--- src/hw/rtl/assert_macros.svh ---
// assertion macros shared by the rtl
// expects signals named clock and reset in the module that uses them
`ifndef ASSERT_MACROS_SVH
`define ASSERT_MACROS_SVH

// same-cycle implication, off while in reset
`define IFR_ASSERT_IMPL(lbl, ante, cons, msg) \
   lbl: assert property (@(posedge clock) disable iff (reset) (ante) |-> (cons)) \
      else $error(msg);

// next-cycle implication, off while in reset
`define IFR_ASSERT_NEXT(lbl, ante, cons, msg) \
   lbl: assert property (@(posedge clock) disable iff (reset) (ante) |=> (cons)) \
      else $error(msg);

`endif

--- src/hw/rtl/ifr_pkg.sv ---
// types and constants of the image frame receiver
// no dependencies
package ifr_pkg;

   localparam logic [7:0]  SYNC_BYTE       = 8'hB7;
   localparam logic [7:0]  TYPE_IMAGE      = 8'h01;
   localparam logic        OP_BYTE         = 1'b0;
   localparam logic        OP_TICK         = 1'b1;
   localparam logic        KIND_PIXEL      = 1'b0;
   localparam logic        KIND_TIMEOUT    = 1'b1;
   localparam int          CSR_W           = 16;
   localparam int          CSR_IDX_W       = 1;
   localparam logic [CSR_IDX_W-1:0] CSR_DEVICE_ID = 1'd0;
   localparam logic [CSR_IDX_W-1:0] CSR_TIMEOUT   = 1'd1;
   localparam logic [7:0]  DEVICE_ID_RESET = 8'd1;
   localparam logic [15:0] TIMEOUT_RESET   = 16'd10000;
   localparam logic [15:0] TICK_MAX        = 16'hFFFF;
   localparam logic [1:0]  SUB_LAST        = 2'd2;

   typedef struct packed {
      logic       opcode;
      logic [7:0] rx_byte;
   } req_type;

   typedef struct packed {
      logic        kind;
      logic [3:0]  pixel_index;
      logic [23:0] pixel_color;
      logic [5:0]  byte_count;
      logic        last;
   } rsp_type;

endpackage

--- src/hw/rtl/ifr_stream_if.sv ---
// valid/ready stream channel carrying one word of payload_type
// no dependencies; payload types come from ifr_pkg at instantiation
interface ifr_stream_if #(
   parameter type payload_type = logic [7:0]
) ();
   logic        valid;
   logic        ready;
   payload_type payload;

   modport source (output valid, output payload, input ready);
   modport sink   (input valid, input payload, output ready);
endinterface

--- src/hw/rtl/image_frame_receiver.sv ---
// image frame receiver: sync/target/type parser, payload store, pixel walk
// depends on ifr_pkg, ifr_stream_if and assert_macros.svh
//
//  channel   dir  carries
//  req_chan  in   ifr_pkg::req_type  (opcode, rx_byte): one byte or one tick per word
//  rsp_chan  out  ifr_pkg::rsp_type  (kind, pixel_index, pixel_color, byte_count, last)
//  csr_*     in   write enable, register index, 16-bit data; no read-back
//
// while parsing, each byte or tick word is taken as it comes; the word that follows waits
//   until any pending result word has been taken
// a good checksum byte starts a walk over the payload memory: for each pixel, three
//   read and take pairs through the single registered read port, then a send state
//   that holds the pixel until rsp_chan.ready takes it
// reset is synchronous and active high; the payload memory is not cleared
// no input word is taken while the pixel walk runs or a result word waits
`include "assert_macros.svh"

module image_frame_receiver #(
   parameter int PIXELS = 16
) (
   input  logic                          clock,
   input  logic                          reset,
   ifr_stream_if.sink                    req_chan,
   ifr_stream_if.source                  rsp_chan,
   input  logic                          csr_wr_en,
   input  logic [ifr_pkg::CSR_IDX_W-1:0] csr_index,
   input  logic [ifr_pkg::CSR_W-1:0]     csr_wdata
);

   localparam int PAYLOAD_LEN = PIXELS * 3;
   localparam int ADDR_W      = $clog2(PAYLOAD_LEN);
   localparam int CNT_W       = $clog2(PAYLOAD_LEN + 1);
   localparam int PIX_W       = (PIXELS > 1) ? $clog2(PIXELS) : 1;

   typedef enum logic [2:0] {
      ST_HUNT,
      ST_TARGET,
      ST_TYPE,
      ST_PAYLOAD,
      ST_CHECK,
      ST_READ,
      ST_TAKE,
      ST_SEND
   } state_type;

   state_type               state_ff, state_in;
   logic [7:0]              device_id_ff;
   logic [15:0]             timeout_ff;
   logic [CNT_W-1:0]        byte_index_ff, byte_index_in;
   logic [7:0]              sum_ff, sum_in;
   logic [15:0]             tick_ff, tick_in;
   logic [ADDR_W-1:0]       rd_addr_ff, rd_addr_in;
   logic [1:0]              sub_ff, sub_in;
   logic [PIX_W-1:0]        pix_ff, pix_in;
   logic [23:0]             color_ff, color_in;
   logic                    rsp_valid_ff, rsp_valid_in;
   ifr_pkg::rsp_type        rsp_ff, rsp_in;

   // payload store, one write and one registered read per cycle
   logic [7:0]              payload_mem [PAYLOAD_LEN];
   logic [7:0]              rd_data_ff;
   logic                    mem_we;

   ifr_pkg::req_type        req_word;
   logic                    req_ready;
   logic                    accept;
   logic                    last_pix;
   logic [CNT_W+5:0]        count_wide;
   logic [PIX_W+3:0]        pix_wide;

   assign req_word  = req_chan.payload;
   // parse states take a word only once the output register is free
   assign req_ready = (state_ff inside {ST_HUNT, ST_TARGET, ST_TYPE, ST_PAYLOAD, ST_CHECK})
                      && !rsp_valid_ff;
   assign req_chan.ready = req_ready;
   assign accept    = req_chan.valid && req_ready;

   assign rsp_chan.valid   = rsp_valid_ff;
   assign rsp_chan.payload = rsp_ff;

   assign last_pix   = (pix_ff == PIX_W'(PIXELS - 1));
   // result fields are masked to their port widths
   assign count_wide = {6'd0, byte_index_ff};
   assign pix_wide   = {4'd0, pix_ff};

   always_comb begin
      state_in      = state_ff;
      byte_index_in = byte_index_ff;
      sum_in        = sum_ff;
      tick_in       = tick_ff;
      rd_addr_in    = rd_addr_ff;
      sub_in        = sub_ff;
      pix_in        = pix_ff;
      color_in      = color_ff;
      rsp_in        = rsp_ff;
      rsp_valid_in  = rsp_valid_ff;
      mem_we        = 1'b0;

      if (rsp_valid_ff && rsp_chan.ready) begin
         rsp_valid_in = 1'b0;
      end

      case (state_ff)
         ST_HUNT, ST_TARGET, ST_TYPE, ST_PAYLOAD, ST_CHECK: begin
            if (accept && req_word.opcode == ifr_pkg::OP_TICK) begin
               // ticks only count while the payload is coming in
               if (state_ff == ST_PAYLOAD) begin
                  tick_in = (tick_ff == ifr_pkg::TICK_MAX) ? tick_ff : tick_ff + 16'd1;
                  if (tick_in >= timeout_ff) begin
                     rsp_in.kind        = ifr_pkg::KIND_TIMEOUT;
                     rsp_in.pixel_index = 4'd0;
                     rsp_in.pixel_color = 24'd0;
                     rsp_in.byte_count  = count_wide[5:0];
                     rsp_in.last        = 1'b1;
                     rsp_valid_in       = 1'b1;
                     state_in           = ST_HUNT;
                  end
               end
            end else if (accept) begin
               case (state_ff)
                  ST_HUNT: begin
                     if (req_word.rx_byte == ifr_pkg::SYNC_BYTE) begin
                        state_in = ST_TARGET;
                     end
                  end
                  ST_TARGET: begin
                     state_in = (req_word.rx_byte == device_id_ff) ? ST_TYPE : ST_HUNT;
                  end
                  ST_TYPE: begin
                     if (req_word.rx_byte == ifr_pkg::TYPE_IMAGE) begin
                        state_in      = ST_PAYLOAD;
                        byte_index_in = '0;
                        sum_in        = 8'd0;
                        tick_in       = 16'd0;
                     end else begin
                        state_in = ST_HUNT;
                     end
                  end
                  ST_PAYLOAD: begin
                     mem_we        = 1'b1;
                     sum_in        = sum_ff + req_word.rx_byte;
                     byte_index_in = byte_index_ff + 1'b1;
                     if (byte_index_in == CNT_W'(PAYLOAD_LEN)) begin
                        state_in = ST_CHECK;
                     end
                  end
                  default: begin
                     // checksum byte: good sum starts the pixel walk, bad sum drops
                     if (req_word.rx_byte == sum_ff) begin
                        state_in   = ST_READ;
                        rd_addr_in = '0;
                        sub_in     = 2'd0;
                        pix_in     = '0;
                     end else begin
                        state_in = ST_HUNT;
                     end
                  end
               endcase
            end
         end
         ST_READ: begin
            // address is stable this cycle, data lands in rd_data_ff
            state_in = ST_TAKE;
         end
         ST_TAKE: begin
            color_in   = {color_ff[15:0], rd_data_ff};
            rd_addr_in = rd_addr_ff + 1'b1;
            if (sub_ff == ifr_pkg::SUB_LAST) begin
               sub_in             = 2'd0;
               rsp_in.kind        = ifr_pkg::KIND_PIXEL;
               rsp_in.pixel_index = pix_wide[3:0];
               rsp_in.pixel_color = color_in;
               rsp_in.byte_count  = 6'd0;
               rsp_in.last        = last_pix;
               rsp_valid_in       = 1'b1;
               state_in           = ST_SEND;
            end else begin
               sub_in   = sub_ff + 2'd1;
               state_in = ST_READ;
            end
         end
         ST_SEND: begin
            if (rsp_chan.ready) begin
               if (last_pix) begin
                  state_in = ST_HUNT;
               end else begin
                  pix_in   = pix_ff + 1'b1;
                  state_in = ST_READ;
               end
            end
         end
         default: begin
            state_in = ST_HUNT;
         end
      endcase
   end

   always_ff @(posedge clock) begin
      if (reset) begin
         state_ff      <= ST_HUNT;
         device_id_ff  <= ifr_pkg::DEVICE_ID_RESET;
         timeout_ff    <= ifr_pkg::TIMEOUT_RESET;
         byte_index_ff <= '0;
         sum_ff        <= 8'd0;
         tick_ff       <= 16'd0;
         rd_addr_ff    <= '0;
         sub_ff        <= 2'd0;
         pix_ff        <= '0;
         rsp_valid_ff  <= 1'b0;
      end else begin
         state_ff      <= state_in;
         byte_index_ff <= byte_index_in;
         sum_ff        <= sum_in;
         tick_ff       <= tick_in;
         rd_addr_ff    <= rd_addr_in;
         sub_ff        <= sub_in;
         pix_ff        <= pix_in;
         rsp_valid_ff  <= rsp_valid_in;
         if (csr_wr_en) begin
            case (csr_index)
               ifr_pkg::CSR_DEVICE_ID: device_id_ff <= csr_wdata[7:0];
               ifr_pkg::CSR_TIMEOUT:   timeout_ff   <= csr_wdata[15:0];
               default: ;
            endcase
         end
      end
      color_ff <= color_in;
      rsp_ff   <= rsp_in;
   end

   always_ff @(posedge clock) begin
      if (mem_we) begin
         payload_mem[byte_index_ff[ADDR_W-1:0]] <= req_word.rx_byte;
      end
      rd_data_ff <= payload_mem[rd_addr_ff];
   end

   // a finished pixel always reaches the output register
   `IFR_ASSERT_NEXT(a_take_loads, (state_ff == ST_TAKE) && (sub_ff == ifr_pkg::SUB_LAST), rsp_valid_ff, "pixel not loaded into output")
   // while a pixel waits for the sink it stays valid
   `IFR_ASSERT_IMPL(a_send_valid, state_ff == ST_SEND, rsp_valid_ff, "send state without valid word")
   // a timeout error is always the only, hence last, result
   `IFR_ASSERT_IMPL(a_err_last, rsp_valid_ff && (rsp_ff.kind == ifr_pkg::KIND_TIMEOUT), rsp_ff.last && (state_ff != ST_SEND), "timeout word not marked last")

endmodule

--- src/flat_wrapper.sv ---
// flat-port wrapper written by rule: the top's interface ports become plain ports
module image_frame_receiver_flat 
#(
   parameter int PIXELS = 16
)
  (clock, reset, csr_wr_en, csr_index, csr_wdata, req_chan_valid, req_chan_payload, req_chan_ready, rsp_chan_valid, rsp_chan_payload, rsp_chan_ready);
  ifr_stream_if #(.payload_type(ifr_pkg::req_type)) req_chan_i ();
  ifr_stream_if #(.payload_type(ifr_pkg::rsp_type)) rsp_chan_i ();
  input  logic clock;
  input  logic reset;
  input  logic csr_wr_en;
  input  logic [ifr_pkg::CSR_IDX_W-1:0] csr_index;
  input  logic [ifr_pkg::CSR_W-1:0] csr_wdata;
  input wire logic [$bits(req_chan_i.valid)-1:0] req_chan_valid;
  input wire logic [$bits(req_chan_i.payload)-1:0] req_chan_payload;
  output wire logic [$bits(req_chan_i.ready)-1:0] req_chan_ready;
  output wire logic [$bits(rsp_chan_i.valid)-1:0] rsp_chan_valid;
  output wire logic [$bits(rsp_chan_i.payload)-1:0] rsp_chan_payload;
  input wire logic [$bits(rsp_chan_i.ready)-1:0] rsp_chan_ready;
  assign req_chan_i.valid = req_chan_valid;
  assign req_chan_i.payload = req_chan_payload;
  assign req_chan_ready = req_chan_i.ready;
  assign rsp_chan_valid = rsp_chan_i.valid;
  assign rsp_chan_payload = rsp_chan_i.payload;
  assign rsp_chan_i.ready = rsp_chan_ready;
  image_frame_receiver #(.PIXELS(PIXELS)) u_core (.clock(clock), .reset(reset), .req_chan(req_chan_i), .rsp_chan(rsp_chan_i), .csr_wr_en(csr_wr_en), .csr_index(csr_index), .csr_wdata(csr_wdata));
endmodule
--- config.mk ---
export PLATFORM = sky130hd
export DESIGN_NAME = image_frame_receiver_flat
export DESIGN_NICKNAME = d
export VERILOG_FILES = /design/src/hw/rtl/ifr_pkg.sv /design/src/hw/rtl/ifr_stream_if.sv /design/src/hw/rtl/image_frame_receiver.sv /design/src/flat_wrapper.sv
export VERILOG_INCLUDE_DIRS = /design/src /design/src/hw/rtl
export SDC_FILE = /design/constraint.sdc
export NUM_CORES = 1
export LEC_CHECK = 0
export BUFFER_PORTS_ARGS = -buffer_cell sky130_fd_sc_hd__buf_2
export CAP_MARGIN = 25
export CORE_MARGIN = 4
export CORE_UTILIZATION = 60
export CTS_CLUSTER_DIAMETER = 80
export DETAILED_ROUTE_END_ITERATION = 10
export PLACE_DENSITY = 0.77
export SKIP_CTS_REPAIR_TIMING = 1
export SYNTH_ARGS = -nofsm -noshare
export SYNTH_HDL_FRONTEND = slang
export SYNTH_SLANG_ARGS = --single-unit
--- constraint.sdc ---
create_clock -name clock -period 8.4 [get_ports clock]
set_clock_uncertainty 0.05 [all_clocks]
set_input_delay 1.68 -clock clock [delete_from_list [all_inputs] [get_ports clock]]
set_output_delay 1.68 -clock clock [all_outputs]
set_load 0.1 [all_outputs]
==> flow_metrics.env <==
export IMPL_nFillCells=2188
export IMPL_hold_start="u_core.rd_data_ff[5]"
export IMPL_worstPathArrival_ns=4.70
export IMPL_ios=69
export IMPL_routed_wl_mm=46.7
export IMPL_n_antenna_cell=0
export IMPL_drive_above_1_share_pct=21.5
export IMPL_ant_nets=0
export IMPL_slew_viol_final=0
export IMPL_synth_area_leader_cell="edfxtp_1"
export IMPL_fmax_mhz=235
export IMPL_chipWidth_um=195
export IMPL_ys_ff_latch=514
export IMPL_slew_headroom_pct=28.8
export IMPL_cts_sinks=514
export IMPL_ys_warn_count=0
export IMPL_finalCritPeriodShare_pct=50.7
export IMPL_hp_class="flop to flop"
export IMPL_viasPerCell=6.41
export IMPL_seq_area_frac_synth_pct=69.8
export IMPL_rsz0062_at_grt="no"
export IMPL_row_count=68
export IMPL_ys_top_cells_by_area="edfxtp_1, mux4_2, dfxtp_1"
export IMPL_cp_start_kind="input port"
export IMPL_hold_depth=0
export IMPL_crit_reg2reg_launch="u_core.tick_ff[2]"
export IMPL_nets=1395
export IMPL_end_kind="flop"
export IMPL_grt_usage_pct=24.6
export IMPL_drc=0
export IMPL_ff2ff_setup_slack_ns=4.36
export IMPL_r2r_cells=10
export IMPL_portBuffers=68
export IMPL_place_congestion=0.914
export IMPL_crit_required_ns=8.84
export IMPL_syn_area_um2=21000
export IMPL_grt_max_degree=70
export IMPL_insertion_delay_ns=0.57
export IMPL_cts_tree="done"
export IMPL_synth_top_cell_area_share_pct=62.4
export IMPL_min_period_ns=4.26
export IMPL_ys_flop_type="edfxtp_1"
export IMPL_synth_edf_count=436
export IMPL_finalPower_w=0.00493
export IMPL_syn_nets=1327
export IMPL_grt_pass1_wl_mm=71.3
export IMPL_cts_clk_slew_worst_paths_ns=0.06
export IMPL_reg2reg_to="u_core.rsp_chan.payload[24]"
export IMPL_finalHoldViolCount=0
export IMPL_routedWlPerCell_um=25.5
export IMPL_die_y_um=195
export IMPL_status="finished clean"
export IMPL_worstHoldEndpoint="u_core.color_ff[5]"
export IMPL_ir_drop_mv=0.176
export IMPL_core_um2=34500
export IMPL_worst_pin_slew_ns=1.06
export IMPL_maxCapViolCount=0
export IMPL_cp_max_fo=51
export IMPL_num_vias=11700
export IMPL_cts_buffers=49
export IMPL_h_tree_depth=2
export IMPL_dieArea_um2=38100
export IMPL_cts_buffer_depth=3
export IMPL_async_flop_share_pct=0
export IMPL_drt_pass1_iter_count=5
export IMPL_ys_types=65
export IMPL_avgSynthCellArea_um2=16.6
export IMPL_area_growth_syn_to_layout_pct=11.0
export IMPL_overflow=0
export IMPL_initial_core_util_pct=60.8
export IMPL_drt_iter0_markers=1337
export IMPL_antenna_found_initial=0
export IMPL_power_leakage_nw=7.34
export IMPL_root_buffer="clkbuf_16"
export IMPL_power_per_cell_area_nw_per_um2=212
export IMPL_dp_hpwl_mm=28.9
export IMPL_setup_viol=0
export IMPL_path_class="input port to flop"
export IMPL_grt_pass1_vias=11600
export IMPL_setup_tns_ns=0
export IMPL_syn_inst=1268
## sequential cells by signal, summed over array words and instances (netlist names)
register / cells
u_core.rd_addr_ff: 6
u_core.sum_ff: 8
u_core.rd_data_ff: 8
u_core.tick_ff: 16
u_core.pix_ff: 4
u_core.payload_mem: 384
u_core.rsp_chan.payload: 36
u_core.sub_ff: 2
u_core.timeout_ff: 16
u_core.color_ff: 16
u_core.rsp_chan.valid: 1
u_core.byte_index_ff: 6
u_core.device_id_ff: 8
u_core.state_ff: 3
## worst max-delay path by stage
stage | to | slack (ns) | depth (start not counted) | start
after floorplan | u_core.rsp_chan.payload[0] | 4.34 | 10 | u_core.tick_ff[8]
after global routing | u_core.rd_addr_ff[4] | 3.97 | 8 | req_chan_payload[0]
after CTS | u_core.rd_addr_ff[4] | 4.06 | 8 | req_chan_payload[1]
final | u_core.rd_addr_ff[4] | 4.14 | 8 | req_chan_payload[0]
after detailed placement | u_core.rd_addr_ff[4] | 3.52 | 8 | req_chan_payload[1]
after global placement | u_core.rd_addr_ff[4] | 3.68 | 8 | req_chan_payload[1]
## cells in the mapped netlist, types with 2 or more instances
cell and number:
or3_1 9, o2111ai_1 2, nand4_1 11, buf_2 13, o21ai_0 29, a22oi_1 8, o31ai_1 4, o21bai_1 2
nor4_1 7, xnor2_1 16, a21oi_1 51, or4_1 3, mux2_2 3, clkbuf_1 44, o211ai_1 6, or2_2 3
a31oi_1 6, buf_1 8, and2_1 32, dfxtp_1 78, nand2_1 88, a21o_1 2, and3_1 6, a2111oi_0 3
buf_4 2, nand3_1 25, nor2_1 94, mux4_2 120, or3b_2 4, nand3b_1 7, nor2b_1 11, nor3_1 12
inv_1 27, edfxtp_1 436, or4_4 2, xor2_1 15, mux2i_1 9, nand2b_1 5, o21a_1 9, a22o_1 4
a41oi_1 2, ha_1 27
## placed cells by master (no fill, tap or decap), drive strengths merged, types with 11 or more instances in the layout
| cell type | instances |
|---|---|
| a21oi | 51 |
| and2 | 33 |
| buf | 84 |
| clkbuf | 69 |
| clkinv | 16 |
| dfxtp | 78 |
| edfxtp | 436 |
| ha | 27 |
| inv | 29 |
| mux4 | 120 |
| nand2 | 88 |
| nand3 | 25 |
| nand4 | 11 |
| nor2 | 94 |
| nor2b | 11 |
| nor3 | 12 |
| o21ai | 30 |
| xnor2 | 16 |
| xor2 | 15 |
## final cells by class
class	count	area, um2	area share [%]
clock buffers	69	1340	5.76
clock inverters	21	154	0.660
inverters	27	101	0.435
multi-input cells	660	5990	25.7
flip-flops and latches	514	14700	62.9
well taps	455	569	2.44
repair buffers	84	485	2.08
## report_power, final
part,switching [W],internal [W],leakage [nW],total (W)
Combinational,0.0000667,0.0000246,2.12,0.0000912
Clock,0.000900,0.00117,0.730,0.00207
Sequential,0.00000438,0.00276,4.49,0.00277
## logic make-up (layout without fill, tap and decap cells)
| family | after synthesis | after routing | synth area share, % |
|---|---|---|---|
| flip-flops | 514 | 514 | 69.8 |
| AND/OR/NAND/NOR | 324 | 324 | 7.49 |
| AO/OA/AOI/OAI | 145 | 145 | 4.46 |
| multiplexers | 132 | 132 | 13.5 |
| buffers and inverters | 94 | 201 | 1.79 |
| XOR/XNOR | 31 | 31 | 1.29 |
| adder cells (fa/ha/maj) | 28 | 28 | 1.70 |
## critical path, stage by stage
cell and delay (ns):
buf_2 0.67, ha_1 0.38, or4_4 0.44, nor4_1 0.64, o21a_1 0.29, nand4_1 0.15
xor2_1 0.21, nor2_1 0.17
## routing by layer
metal	up-vias	share of wire [%]	track usage (%)	wire length, um
met5	-	0	0	0
li1	5106	-	-	-
met1	5967	39	34.8	18300
met4	0	3.4	8.56	1580
met3	91	8.6	4.95	4020
met2	559	49	39.0	22700
## through the flow
stage | worst slack [ns] | utilization, % | std cells | area, um2 | hold WS, ns
after global routing | 3.97 | 67.5 | 1830 | 23300 | 0.382
after detailed placement | 3.52 | 63.1 | 1738 | 21800 | 0.362
after CTS | 4.06 | 67.4 | 1828 | 23300 | 0.374
after global placement | 3.68 | 63.0 | 1736 | 21800 | 0.353
final | 4.14 | 67.5 | 1830 | 23300 | 0.373
after floorplan | 4.34 | - | 1268 | 21000 | 0.350
Note: power is estimated with default switching activity, not from simulation.
